==> src/rtl/core/epc_pkg.sv <==
// epc_pkg: shared types and constants for the edge period pitch corrector
// no dependencies; imported by the interfaces and every module of the block
`timescale 1ns / 1ps

package epc_pkg;

    // time counters and resistance widths
    localparam int TIME_W = 20;
    localparam int RES_W  = 10;
    localparam int CFG_W  = 20;
    localparam logic [TIME_W-1:0] TIME_MAX = '1;

    // percent scale of the band
    localparam logic [7:0] PERCENT = 8'd100;

    // band product and compare widths
    localparam int BAND_W = 24;
    localparam int CMP_W  = 27;

    // configuration register indexes
    typedef enum logic [2:0] {
        CFG_TARGET_PERIOD  = 3'd0,
        CFG_ERROR_PERCENT  = 3'd1,
        CFG_EDGE_THRESHOLD = 3'd2,
        CFG_EDGE_HOLDOFF   = 3'd3,
        CFG_ADJUST_INTERVAL = 3'd4,
        CFG_MARGIN_STEPS   = 3'd5,
        CFG_FULL_SCALE     = 3'd6,
        CFG_CORR_ENABLE    = 3'd7
    } cfg_idx_t;

    // input word
    typedef struct packed {
        logic [7:0]       sample;
        logic [9:0]       delta_us;
        logic             note_active;
        logic             restart;
        logic             load_enable;
        logic [RES_W-1:0] load_value;
    } in_word_t;

    // result word
    typedef struct packed {
        logic [RES_W-1:0]  resistance;
        logic [TIME_W-1:0] average_period;
        logic              edge_seen;
        logic              new_average;
        logic              bottomed_out;
        logic              topped_out;
    } out_word_t;

    // configuration register set
    typedef struct packed {
        logic [15:0]       target_period_us;
        logic [5:0]        error_percent;
        logic [7:0]        edge_threshold;
        logic [15:0]       edge_holdoff_us;
        logic [TIME_W-1:0] adjust_interval_us;
        logic [6:0]        margin_steps;
        logic [RES_W-1:0]  full_scale_steps;
        logic              correction_enable;
    } cfg_t;

endpackage

==> src/rtl/core/epc_in_if.sv <==
// epc_in_if: valid/ready channel carrying one input word
// depends on epc_pkg
`timescale 1ns / 1ps

interface epc_in_if;
    import epc_pkg::*;

    logic     valid;
    logic     ready;
    in_word_t data;

    modport source (output valid, output data, input ready);
    modport sink (input valid, input data, output ready);
endinterface

==> src/rtl/core/epc_out_if.sv <==
// epc_out_if: valid/ready channel carrying one result word
// depends on epc_pkg
`timescale 1ns / 1ps

interface epc_out_if;
    import epc_pkg::*;

    logic      valid;
    logic      ready;
    out_word_t data;

    modport source (output valid, output data, input ready);
    modport sink (input valid, input data, output ready);
endinterface

==> src/rtl/core/epc_cfg_if.sv <==
// epc_cfg_if: configuration write channel with register index and data
// depends on epc_pkg
`timescale 1ns / 1ps

interface epc_cfg_if;
    import epc_pkg::*;

    logic             valid;
    logic             ready;
    cfg_idx_t         index;
    logic [CFG_W-1:0] data;

    modport source (output valid, output index, output data, input ready);
    modport sink (input valid, input index, input data, output ready);
endinterface

==> src/rtl/core/epc_cfg_regs.sv <==
// epc_cfg_regs: configuration register file, written one register per word
// depends on epc_pkg and epc_cfg_if
`timescale 1ns / 1ps

module epc_cfg_regs (
    input  logic           clk,
    input  logic           rst_n,
    epc_cfg_if.sink        cfg,
    output epc_pkg::cfg_t  regs
);
    import epc_pkg::*;

    cfg_t regs_reg;
    cfg_t regs_next;

    assign cfg.ready = 1'b1;
    assign regs      = regs_reg;

    // register write decode
    always_comb
    begin
        regs_next = regs_reg;
        if (cfg.valid)
        begin
            case (cfg.index)
                CFG_TARGET_PERIOD:   regs_next.target_period_us   = cfg.data[15:0];
                CFG_ERROR_PERCENT:   regs_next.error_percent      = cfg.data[5:0];
                CFG_EDGE_THRESHOLD:  regs_next.edge_threshold     = cfg.data[7:0];
                CFG_EDGE_HOLDOFF:    regs_next.edge_holdoff_us    = cfg.data[15:0];
                CFG_ADJUST_INTERVAL: regs_next.adjust_interval_us = cfg.data[TIME_W-1:0];
                CFG_MARGIN_STEPS:    regs_next.margin_steps       = cfg.data[6:0];
                CFG_FULL_SCALE:      regs_next.full_scale_steps   = cfg.data[RES_W-1:0];
                CFG_CORR_ENABLE:     regs_next.correction_enable  = cfg.data[0];
                default:             regs_next = regs_reg;
            endcase
        end
    end

    // register state with reset values
    always_ff @(posedge clk or negedge rst_n)
    begin
        if (!rst_n)
        begin
            regs_reg.target_period_us   <= 16'd2273;
            regs_reg.error_percent      <= 6'd2;
            regs_reg.edge_threshold     <= 8'd128;
            regs_reg.edge_holdoff_us    <= 16'd100;
            regs_reg.adjust_interval_us <= 20'd10000;
            regs_reg.margin_steps       <= 7'd10;
            regs_reg.full_scale_steps   <= 10'd768;
            regs_reg.correction_enable  <= 1'b1;
        end
        else
        begin
            regs_reg <= regs_next;
        end
    end

endmodule

==> src/rtl/core/epc_step.sv <==
// epc_step: per-sample state and single-pass edge, averaging and correction logic
// depends on epc_pkg; state advances on each fire pulse
`timescale 1ns / 1ps

module epc_step #(
    parameter int READINGS = 8
) (
    input  logic                clk,
    input  logic                rst_n,
    input  logic                fire,
    input  epc_pkg::in_word_t   word,
    input  epc_pkg::cfg_t       regs,
    output epc_pkg::out_word_t  result
);
    import epc_pkg::*;

    localparam int CNT_W = $clog2(READINGS + 1);
    localparam int SUM_W = TIME_W + $clog2(READINGS);

    // state registers
    logic [8:0]        prev_level_reg,   prev_level_next;
    logic [TIME_W-1:0] since_edge_reg,   since_edge_next;
    logic [TIME_W-1:0] since_adjust_reg, since_adjust_next;
    logic [CNT_W-1:0]  count_reg,        count_next;
    logic [SUM_W-1:0]  sum_reg,          sum_next;
    logic [TIME_W-1:0] held_reg,         held_next;
    logic [RES_W-1:0]  res_reg,          res_next;

    // intermediate values
    logic [RES_W-1:0]  res_load;
    logic [TIME_W:0]   edge_add, adjust_add;
    logic [TIME_W-1:0] edge_sat, adjust_sat;
    logic              active, past_holdoff, edge_hit, store_room, full, adjust_due;
    logic [CNT_W-1:0]  count0, count1;
    logic [SUM_W-1:0]  sum0, sum1, avg_full;
    logic [TIME_W-1:0] held_now;
    logic [7:0]        lo_factor, hi_factor;
    logic [BAND_W-1:0] lo_prod, hi_prod;
    logic [CMP_W-1:0]  held_x100;
    logic              too_short, too_long;
    logic [RES_W-1:0]  upper_limit;
    logic              bottom, top;

    // saturating timers
    assign edge_add   = {1'b0, since_edge_reg} + {{(TIME_W - 9){1'b0}}, word.delta_us};
    assign adjust_add = {1'b0, since_adjust_reg} + {{(TIME_W - 9){1'b0}}, word.delta_us};
    assign edge_sat   = edge_add[TIME_W] ? TIME_MAX : edge_add[TIME_W-1:0];
    assign adjust_sat = adjust_add[TIME_W] ? TIME_MAX : adjust_add[TIME_W-1:0];

    assign res_load = word.load_enable ? word.load_value : res_reg;
    assign active   = regs.correction_enable && word.note_active;

    // edge detection after holdoff
    assign past_holdoff = edge_sat > {{(TIME_W - 16){1'b0}}, regs.edge_holdoff_us};
    assign edge_hit     = active && past_holdoff && (word.sample > regs.edge_threshold)
                          && (prev_level_reg < {1'b0, regs.edge_threshold});

    // period accumulation
    assign count0     = word.restart ? '0 : count_reg;
    assign sum0       = word.restart ? '0 : sum_reg;
    assign store_room = count0 < CNT_W'(READINGS);
    assign count1     = (edge_hit && store_room) ? count0 + CNT_W'(1) : count0;
    assign sum1       = (edge_hit && store_room)
                        ? sum0 + {{(SUM_W - TIME_W){1'b0}}, edge_sat} : sum0;
    assign full       = count1 >= CNT_W'(READINGS);
    assign avg_full   = SUM_W'(sum1 / READINGS);

    // average as it stands after this sample
    assign held_now = (active && full) ? avg_full[TIME_W-1:0] : held_reg;

    // band limits, compared as held*100 against target*(100 -/+ error)
    assign lo_factor = PERCENT - {2'b00, regs.error_percent};
    assign hi_factor = PERCENT + {2'b00, regs.error_percent};
    assign lo_prod   = {8'd0, regs.target_period_us} * {16'd0, lo_factor};
    assign hi_prod   = {8'd0, regs.target_period_us} * {16'd0, hi_factor};
    assign held_x100 = ({{(CMP_W - TIME_W){1'b0}}, held_now} << 6)
                     + ({{(CMP_W - TIME_W){1'b0}}, held_now} << 5)
                     + ({{(CMP_W - TIME_W){1'b0}}, held_now} << 2);
    assign too_short = {{(CMP_W - BAND_W){1'b0}}, lo_prod} >= held_x100 + CMP_W'(PERCENT);
    assign too_long  = {{(CMP_W - BAND_W){1'b0}}, hi_prod} < held_x100;

    assign adjust_due  = active && (adjust_sat > regs.adjust_interval_us);
    assign upper_limit = (regs.full_scale_steps >= {3'b000, regs.margin_steps})
                         ? regs.full_scale_steps - {3'b000, regs.margin_steps} : '0;

    // next state and result
    always_comb
    begin
        prev_level_next   = prev_level_reg;
        since_edge_next   = edge_hit ? '0 : edge_sat;
        since_adjust_next = adjust_sat;
        count_next        = count_reg;
        sum_next          = sum_reg;
        held_next         = held_reg;
        res_next          = res_load;
        bottom            = 1'b0;
        top               = 1'b0;

        if (active)
        begin
            if (past_holdoff)
            begin
                prev_level_next = {1'b0, word.sample};
            end
            if (full)
            begin
                held_next  = avg_full[TIME_W-1:0];
                count_next = '0;
                sum_next   = '0;
            end
            else
            begin
                count_next = count1;
                sum_next   = sum1;
            end
        end

        if (adjust_due && too_short)
        begin
            since_adjust_next = '0;
            if (res_load <= {3'b000, regs.margin_steps})
            begin
                res_next = {3'b000, regs.margin_steps};
                bottom   = 1'b1;
            end
            else
            begin
                res_next = res_load - RES_W'(1);
            end
        end
        else if (adjust_due && too_long)
        begin
            since_adjust_next = '0;
            if (res_load >= upper_limit)
            begin
                res_next = upper_limit;
                top      = 1'b1;
            end
            else
            begin
                res_next = res_load + RES_W'(1);
            end
        end

        result.resistance     = res_next;
        result.average_period = held_next;
        result.edge_seen      = edge_hit;
        result.new_average    = active && full;
        result.bottomed_out   = bottom;
        result.topped_out     = top;
    end

    // state update on each processed word
    always_ff @(posedge clk or negedge rst_n)
    begin
        if (!rst_n)
        begin
            prev_level_reg   <= 9'h100;
            since_edge_reg   <= '0;
            since_adjust_reg <= '0;
            count_reg        <= '0;
            sum_reg          <= '0;
            held_reg         <= '0;
            res_reg          <= '0;
        end
        else if (fire)
        begin
            prev_level_reg   <= prev_level_next;
            since_edge_reg   <= since_edge_next;
            since_adjust_reg <= since_adjust_next;
            count_reg        <= count_next;
            sum_reg          <= sum_next;
            held_reg         <= held_next;
            res_reg          <= res_next;
        end
    end

endmodule

==> src/rtl/core/edge_period_pitch_corrector.sv <==
// edge_period_pitch_corrector: a sample taken into the input register feeding
// epc_step has its result registered in the result register, which shows valid;
// one sample is taken per cycle, sustained, while the receiver takes results.
// rst_n clears all control and measurement state asynchronously and restores
// the configuration defaults; the block takes words from the first edge after.
`timescale 1ns / 1ps

module edge_period_pitch_corrector #(
    parameter int READINGS = 8
) (
    input  logic      clk,
    input  logic      rst_n,
    epc_in_if.sink    feed,
    epc_out_if.source result,
    epc_cfg_if.sink   cfg
);
    import epc_pkg::*;

    cfg_t      regs;
    out_word_t step_word;

    logic      in_vld_reg,  in_vld_next;
    in_word_t  in_word_reg;
    logic      out_vld_reg, out_vld_next;
    out_word_t out_word_reg;
    logic      advance, fire, take;

    // handshake control
    assign advance      = !out_vld_reg || result.ready;
    assign fire         = in_vld_reg && advance;
    assign feed.ready   = !in_vld_reg || advance;
    assign take         = feed.valid && feed.ready;
    assign result.valid = out_vld_reg;
    assign result.data  = out_word_reg;

    epc_cfg_regs u_cfg (
        .clk   (clk),
        .rst_n (rst_n),
        .cfg   (cfg),
        .regs  (regs)
    );

    epc_step #(
        .READINGS (READINGS)
    ) u_step (
        .clk    (clk),
        .rst_n  (rst_n),
        .fire   (fire),
        .word   (in_word_reg),
        .regs   (regs),
        .result (step_word)
    );

    // stage valid next values
    always_comb
    begin
        in_vld_next  = take ? 1'b1 : (fire ? 1'b0 : in_vld_reg);
        out_vld_next = fire ? 1'b1 : (result.ready ? 1'b0 : out_vld_reg);
    end

    // stage valid bits
    always_ff @(posedge clk or negedge rst_n)
    begin
        if (!rst_n)
        begin
            in_vld_reg  <= 1'b0;
            out_vld_reg <= 1'b0;
        end
        else
        begin
            in_vld_reg  <= in_vld_next;
            out_vld_reg <= out_vld_next;
        end
    end

    // payload registers
    always_ff @(posedge clk)
    begin
        if (take)
        begin
            in_word_reg <= feed.data;
        end
        if (fire)
        begin
            out_word_reg <= step_word;
        end
    end

endmodule

==> src/flat_wrapper.sv <==
// flat-port wrapper written by rule: the top's interface ports become plain ports
module edge_period_pitch_corrector_flat import epc_pkg::*;
#(
    parameter int READINGS = 8
)
  (clk, rst_n, feed_valid, feed_data, feed_ready, result_valid, result_data, result_ready, cfg_valid, cfg_index, cfg_data, cfg_ready);
  epc_in_if feed_i ();
  epc_out_if result_i ();
  epc_cfg_if cfg_i ();
  input  logic clk;
  input  logic rst_n;
  input wire logic [$bits(feed_i.valid)-1:0] feed_valid;
  input wire logic [$bits(feed_i.data)-1:0] feed_data;
  output wire logic [$bits(feed_i.ready)-1:0] feed_ready;
  output wire logic [$bits(result_i.valid)-1:0] result_valid;
  output wire logic [$bits(result_i.data)-1:0] result_data;
  input wire logic [$bits(result_i.ready)-1:0] result_ready;
  input wire logic [$bits(cfg_i.valid)-1:0] cfg_valid;
  input wire logic [$bits(cfg_i.index)-1:0] cfg_index;
  input wire logic [$bits(cfg_i.data)-1:0] cfg_data;
  output wire logic [$bits(cfg_i.ready)-1:0] cfg_ready;
  assign feed_i.valid = feed_valid;
  assign feed_i.data = feed_data;
  assign feed_ready = feed_i.ready;
  assign result_valid = result_i.valid;
  assign result_data = result_i.data;
  assign result_i.ready = result_ready;
  assign cfg_i.valid = cfg_valid;
  assign cfg_i.index = cfg_index;
  assign cfg_i.data = cfg_data;
  assign cfg_ready = cfg_i.ready;
  edge_period_pitch_corrector #(.READINGS(READINGS)) u_core (.clk(clk), .rst_n(rst_n), .feed(feed_i), .result(result_i), .cfg(cfg_i));
endmodule
==> config.mk <==
export PLATFORM = sky130hd
export DESIGN_NAME = edge_period_pitch_corrector_flat
export DESIGN_NICKNAME = d
export VERILOG_FILES = /design/src/rtl/core/epc_pkg.sv /design/src/rtl/core/epc_in_if.sv /design/src/rtl/core/epc_out_if.sv /design/src/rtl/core/epc_cfg_if.sv /design/src/rtl/core/epc_cfg_regs.sv /design/src/rtl/core/epc_step.sv /design/src/rtl/core/edge_period_pitch_corrector.sv /design/src/flat_wrapper.sv
export SDC_FILE = /design/constraint.sdc
export NUM_CORES = 1
export LEC_CHECK = 0
export ABC_AREA = 1
export BUFFER_PORTS_ARGS = -buffer_cell sky130_fd_sc_hd__buf_2
export CELL_PAD_IN_SITES_DETAIL_PLACEMENT = 0
export CELL_PAD_IN_SITES_GLOBAL_PLACEMENT = 1
export CORE_ASPECT_RATIO = 0.7
export CORE_UTILIZATION = 30
export CTS_BUF_LIST = sky130_fd_sc_hd__clkbuf_2
export DETAILED_ROUTE_END_ITERATION = 8
export GPL_ROUTABILITY_DRIVEN = 0
export GPL_TIMING_DRIVEN = 0
export PLACE_DENSITY_LB_ADDON = 0.08
export SYNTH_ARGS = -nofsm -noshare
export SYNTH_HDL_FRONTEND = slang
export SYNTH_SLANG_ARGS = --single-unit
==> constraint.sdc <==
create_clock -name clk -period 25.2 [get_ports clk]
set_input_delay 3.78 -clock clk [delete_from_list [all_inputs] [get_ports clk]]
set_output_delay 3.78 -clock clk [all_outputs]
set_load 0.02 [all_outputs]
Word level (Yosys, flattened, before mapping) --
Cells that the tools add are included.
Word-level totals: bits in registers 257, logic and storage cells 117
Cells by class: add/subtract/negate cells 12, multiply operators 2, order comparisons 11, eq/ne operators 7, mux-type cells 26, bitwise gates (word level) 1, reduce and logical (&&, ||, !) cells 29
Operators with widths (count):
- $mux W20 | 8
- $mux W23 | 3
- $mux W10 | 6
- $mul A16 B8 Y24 | 2
- $add A20 B10 Y21 | 2
- $add A26 B25 Y27 | 1
- $add A27 B22 Y27 | 1
- $add A27 B7 Y27 const B | 1
- $ge A24 B27 Y1 | 1
- $lt A24 B27 Y1 | 1
- $add A23 B20 Y23 | 1
- $gt A20 B16 Y1 | 1
- $gt A20 B20 Y1 | 1
- $reduce_and A2 Y1 | 9
- $eq A3 B3 Y1 const B | 4
- $mux W4 | 3
- $logic_and A1 B1 Y1 | 11
- $add A10 B1 Y10 const B | 1
- $ge A10 B10 Y1 | 1
- $ge A10 B7 Y1 | 1
- $le A10 B7 Y1 | 1
- $sub A10 B1 Y10 const B | 1
- $sub A10 B7 Y10 | 1
- $lt A9 B8 Y1 | 1
- 16 further kinds | 25

Longest topological paths before layout --
depth in word-level cells 17, gate-level depth with buffers 69, mapped depth without buffers 68

Hierarchy --
Synthesis repeated with hierarchy kept, for this count alone.
Second synthesis, totals: cells, all modules 3444, area total of the unflattened synthesis 26432.9 um^2
Modules (own cells, without submodules):
- epc_step | times used 1, cells an instance 2989, area each 21043.9 um^2, seq. area each 2653.8 um^2
- epc_cfg_regs | times used 1, cells an instance 378, area each 3342.0 um^2, seq. area each 2127.0 um^2
- edge_period_pitch_corrector | times used 1, cells an instance 77, area each 2047.0 um^2, seq. area each 2001.9 um^2

Least setup slack after synthesis --
OpenSTA, ideal clock, no wires.
kind register to register, start point register u_core.in_word_reg[13] (netlist name), end point register u_core.out_word_reg, in the netlist u_core.result.data[28] (data pin), library setup time 0.255 ns, arrival time 8.146 ns, required time 24.945 ns, setup slack 16.800 ns, stages on the path, launching flop included 63, buffers on the path 4, path through edfxtp_1 ha_1 fa_1 nand3_1 nand3_2 nand3_2 inv_1 clkbuf_1 nor2_1 inv_1 ha_1 nand2_1 inv_1 nand2_1 nor2_1 nand2_1 nand3_1 nand2_1 [27 not listed] nand3_1 nor3_1 xor2_1 ha_1 a21oi_1 nor2_1 a2111oi_0 o31ai_1 nand2_1 nand2_1 nand2_1 nand2_1 nand2_1 a21oi_2 nand2_2 buf_6 nand3_2 and2_1
RTL lines:
- start, declared | RTL line edge_period_pitch_corrector.sv:23 | in_word_t in_word_reg;
- start signal, assigned | RTL line edge_period_pitch_corrector.sv:81 | in_word_reg <= feed.data;
- end signal, assigned | RTL line edge_period_pitch_corrector.sv:85 | out_word_reg <= step_word;
- end, declared | RTL line edge_period_pitch_corrector.sv:25 | out_word_t out_word_reg;

==> impl_summary.md <==
Clock tree
TritonCTS built the clock tree. CTS placed an instance of clkbuf_2 at the clock tree root. The tree built by TritonCTS fans out to 257 sinks. The number of clock buffers inserted by TritonCTS is 71.

The maximum level of the CTS H-tree is 3. The clock transition at the register clock pins on the worst setup and hold paths after CTS is 0.11 ns. The number of buffers added for setup after CTS is 0. In this run, post-CTS repair resized a total of 0 instances.

The clock latency reported for the late side of the worst-skew pair is 1.04 ns. The total of hold buffers inserted after clock tree synthesis is 0. The number of buffers on the longest clock path is 3.

Setup path
Along the worst path, the maximum fanout reaches 10. The startpoint identified for the worst register-to-register timing path is u_core.in_word_reg[22]. The number of cell instances on the worst register-to-register path is 54. STA classifies the critical path startpoint as a flip-flop. At the worst endpoint, the arrival time is 12.45 ns. The capture point of the worst reg-to-reg path is u_core.result.data[28]. The required arrival time at the worst endpoint is 25.94 ns. The slowest stage of the critical path is the o21ai_0 cell.

The cell type with the highest occurrence count on the critical path is nand2_1. The worst register-to-register path has a setup slack of 13.50 ns. The worst setup path is of the flip-flop to flip-flop kind. The critical path endpoint category is a flip-flop. The largest single stage delay on the critical path is 0.70 ns.

Route
Wires add up to 85700 um. The count of routing violations after the opening detailed-route iteration is 1499. Dividing the detail-routed via count by the number of cells gives 4.68.

The first detailed-routing pass took 5 iterations. In the final routed layout, each cell accounts on average for 18.5 um. In this run the remaining antenna-violating nets after routing total 0.

The via total after detailed routing is 21700. The post-route DRC violation count is 0.

Global routing
The initial antenna violation count is 12. The all-layer global routing usage is 20.2%. The pin count of the biggest net entering global routing is 102.

For this run the aggregate overflow at the end of global routing stands at 0. The number of global-route vias before repair is 21500. The first global-routing pass estimated 131000 um of wire.

Power and ir drop
The leakage power total is 14.7 nW. Net switching is 54.7% of the power. Cell internal power was estimated by the tool at 1.77 mW. The peak supply drop is 71.4 uV. The power spent charging and discharging nets is 2.13 mW. The power share of the combinational group is 76.8%. The total power density per cell area is 139 nW/um^2.

The part of the power in registers is 15.2%. The design draws 3.90 mW. Of the total power, the clock network draws 8.1%.

Synth
The dominant register cell in the synthesized netlist is dfrtp_1. Of all flip-flops after synthesis, the portion carrying an async set or reset was 74.7%. The count of warnings emitted by yosys is 0. Synthesis inferred 257 register bits. The synthesized instance count is 3272.

The number of different library cells in the post-synthesis netlist is 52. The portion of the post-synthesis area used by sequential elements is 26.6%. The average cell area after synthesis is 7.79 um^2. The cell area that synthesis handed to floorplanning was 25500 um^2. In this run, synthesis inferred 65 flip-flops with an integrated enable. The post-synth net total is 3795.

STA
The number of pins exceeding their max-slew limit in the final report is 0. In this run the tightest slew margin relative to its limit is 11.0%. After layout, the minimum clock period comes to 11.70 ns. The worst setup skew after layout is 0.149 ns. After layout, the worst path uses 46.4% of the clock period. The slew at the pin with the worst max-slew slack is 1.33 ns. Setup violations remaining at the end of the flow were counted as 0. In the final timing run, aggregate negative setup slack is 0 ns. The final worst-path setup slack is 13.50 ns. Derived from the worst setup path, the maximum achievable clock frequency is 0.0854 GHz.

Setup repair after global routing left no endpoint under its margin. The total count of hold-check failures in the final report came to 0.

Run
The number of max-cap violations is 0.

Final layout
The most common library cell in the layout ignoring fill and taps is nand2_1. The number of flip-flops under the largest register name is 84. The layout-stage area growth over the synthesis result is 10.3%.

Counting the fill cells in the layout gives 9190. The area of all placed cells without fillers is 28100 um^2. The final layout net count is 3966. In the layout the commonest cells are nand2_1 (667), inv_1 (612), ha_1 (297), nor2_1 (296), o21ai_0 (237).

The share of layout cells above drive strength 1 is 9.18%.

Floorplanning
The total area inside the core boundary comes to 84200 um^2. The die outline area is 86200 um^2. After floorplanning, the core was divided into 89 placement rows. The effective utilization at floorplan is 30.3%. The width of the die is 350 um. The die boundary height is 246 um. In this run the count of I/O pins placed on the die edge is 96.

Placed design
Buffers placed on the I/O ports in this run total 94. At the placement stage, the worst setup path has a slack of 13.62 ns. The cell area after placement is 27500 um^2.

The total half-perimeter wirelength after legalization and detailed placement is 69900 um.

Min path
The capture endpoint of the worst hold path is u_core.u_step.prev_level_reg[8]. The hold path depth is 2. The startpoint identified for the worst hold timing path is u_core.u_step.prev_level_reg[8]. The worst hold-check path type is flip-flop to flip-flop.

Outcome
The flow ran to the end, and the final reports show no timing, DRC or antenna violations.
==> area by class of cell <==
class / count / area, um^2 / share of cell area (%)
clock inverters: 23 / 103 / 0.365
multi-input cells: 2303 / 16000 / 56.9
diodes: 2 / 5.00 / 0.0178
well taps: 1137 / 1420 / 5.06
inverters: 621 / 2330 / 8.29
clock buffers: 105 / 526 / 1.87
repair buffers: 98 / 571 / 2.03
plain buffers: 91 / 369 / 1.31
flip-flops and latches: 257 / 6780 / 24.1
==> worst max-delay path by stage <==
stage | from | to | slack, ns | cells after the start
3_5_place_dp | u_core.in_word_reg[22] | u_core.result.data[28] | 13.62 | 54
2_1_floorplan | u_core.in_word_reg[13] | u_core.result.data[28] | 16.80 | 62
3_3_place_gp | u_core.in_word_reg[22] | u_core.result.data[28] | 13.62 | 54
5_1_grt | u_core.in_word_reg[22] | u_core.result.data[33] | 12.59 | 54
4_1_cts | u_core.in_word_reg[22] | u_core.u_step.since_adjust_reg[2] | 13.50 | 54
6_report | u_core.in_word_reg[22] | u_core.result.data[28] | 13.50 | 54
==> per-stage QoR <==
stage	util, %	hold slack, ns	std cells
floorplan	-	0.432	3272
global placement	32.5	0.439	4503
detailed placement	32.7	0.442	4507
CTS	33.4	0.461	4635
global route	33.4	0.495	4637
finish	33.4	0.457	4637
==> worst max-delay path: cells and delay by family (launching register included) <==
kind	cells	cell delay, ns
flops	1	0.54
simple gates	31	3.54
fa+ha+maj	5	1.85
xor+xnor	2	0.53
compound gates	7	2.41
buf+inv	9	2.45
==> synth_stat cells (35+ instances only) <==
cell type  instances  area [um^2]
dfrtp_1          171         4280
o21ai_0          237         1190
xor2_1           106          928
ha_1             297         3720
inv_1            613         2300
o22ai_1           35          219
a21oi_1          164          821
edfxtp_1          65         1950
clkbuf_1          80          300
fa_1             167         3340
nand3_1           96          480
nand2_1          667         2500
nor2_1           296         1110
==> metal layers <==
| metal | up-vias | track usage (%) | routed length, um | part of all wire, % |
|---|---|---|---|---|
| met1 | 10400 | 32.1 | 46700 | 55 |
| met5 | - | 0 | 0 | 0 |
| li1 | 10700 | - | - | - |
| met4 | 0 | 3.74 | 1270 | 1.5 |
| met2 | 529 | 27.3 | 32400 | 38 |
| met3 | 80 | 4.21 | 5320 | 6.2 |
==> kinds of logic (layout without fill, tap and decap cells) <==
logic type | Yosys count | after routing | synth area share, %
fa+ha+maj | 464 | 464 | 27.7
compound gates | 518 | 518 | 11.0
simple gates | 1180 | 1180 | 19.2
other cells | 1 | 3 | 0.0147
mux | 7 | 7 | 0.309
xor+xnor | 133 | 133 | 4.57
buf+inv | 712 | 938 | 10.6
flops | 257 | 257 | 26.6
==> power by group through the flow <==
stage / registers (mW) / logic, mW / clock network [mW]
6_report: 0.592 / 2.99 / 0.315
5_1_grt: 0.604 / 3.44 / 0.353
4_1_cts: 0.592 / 3.01 / 0.332
3_5_place_dp: 0.599 / 2.98 / 0
3_3_place_gp: 0.598 / 2.93 / 0
2_1_floorplan: 0.590 / 2.09 / 0
Note: power is estimated with default switching activity, not from simulation.
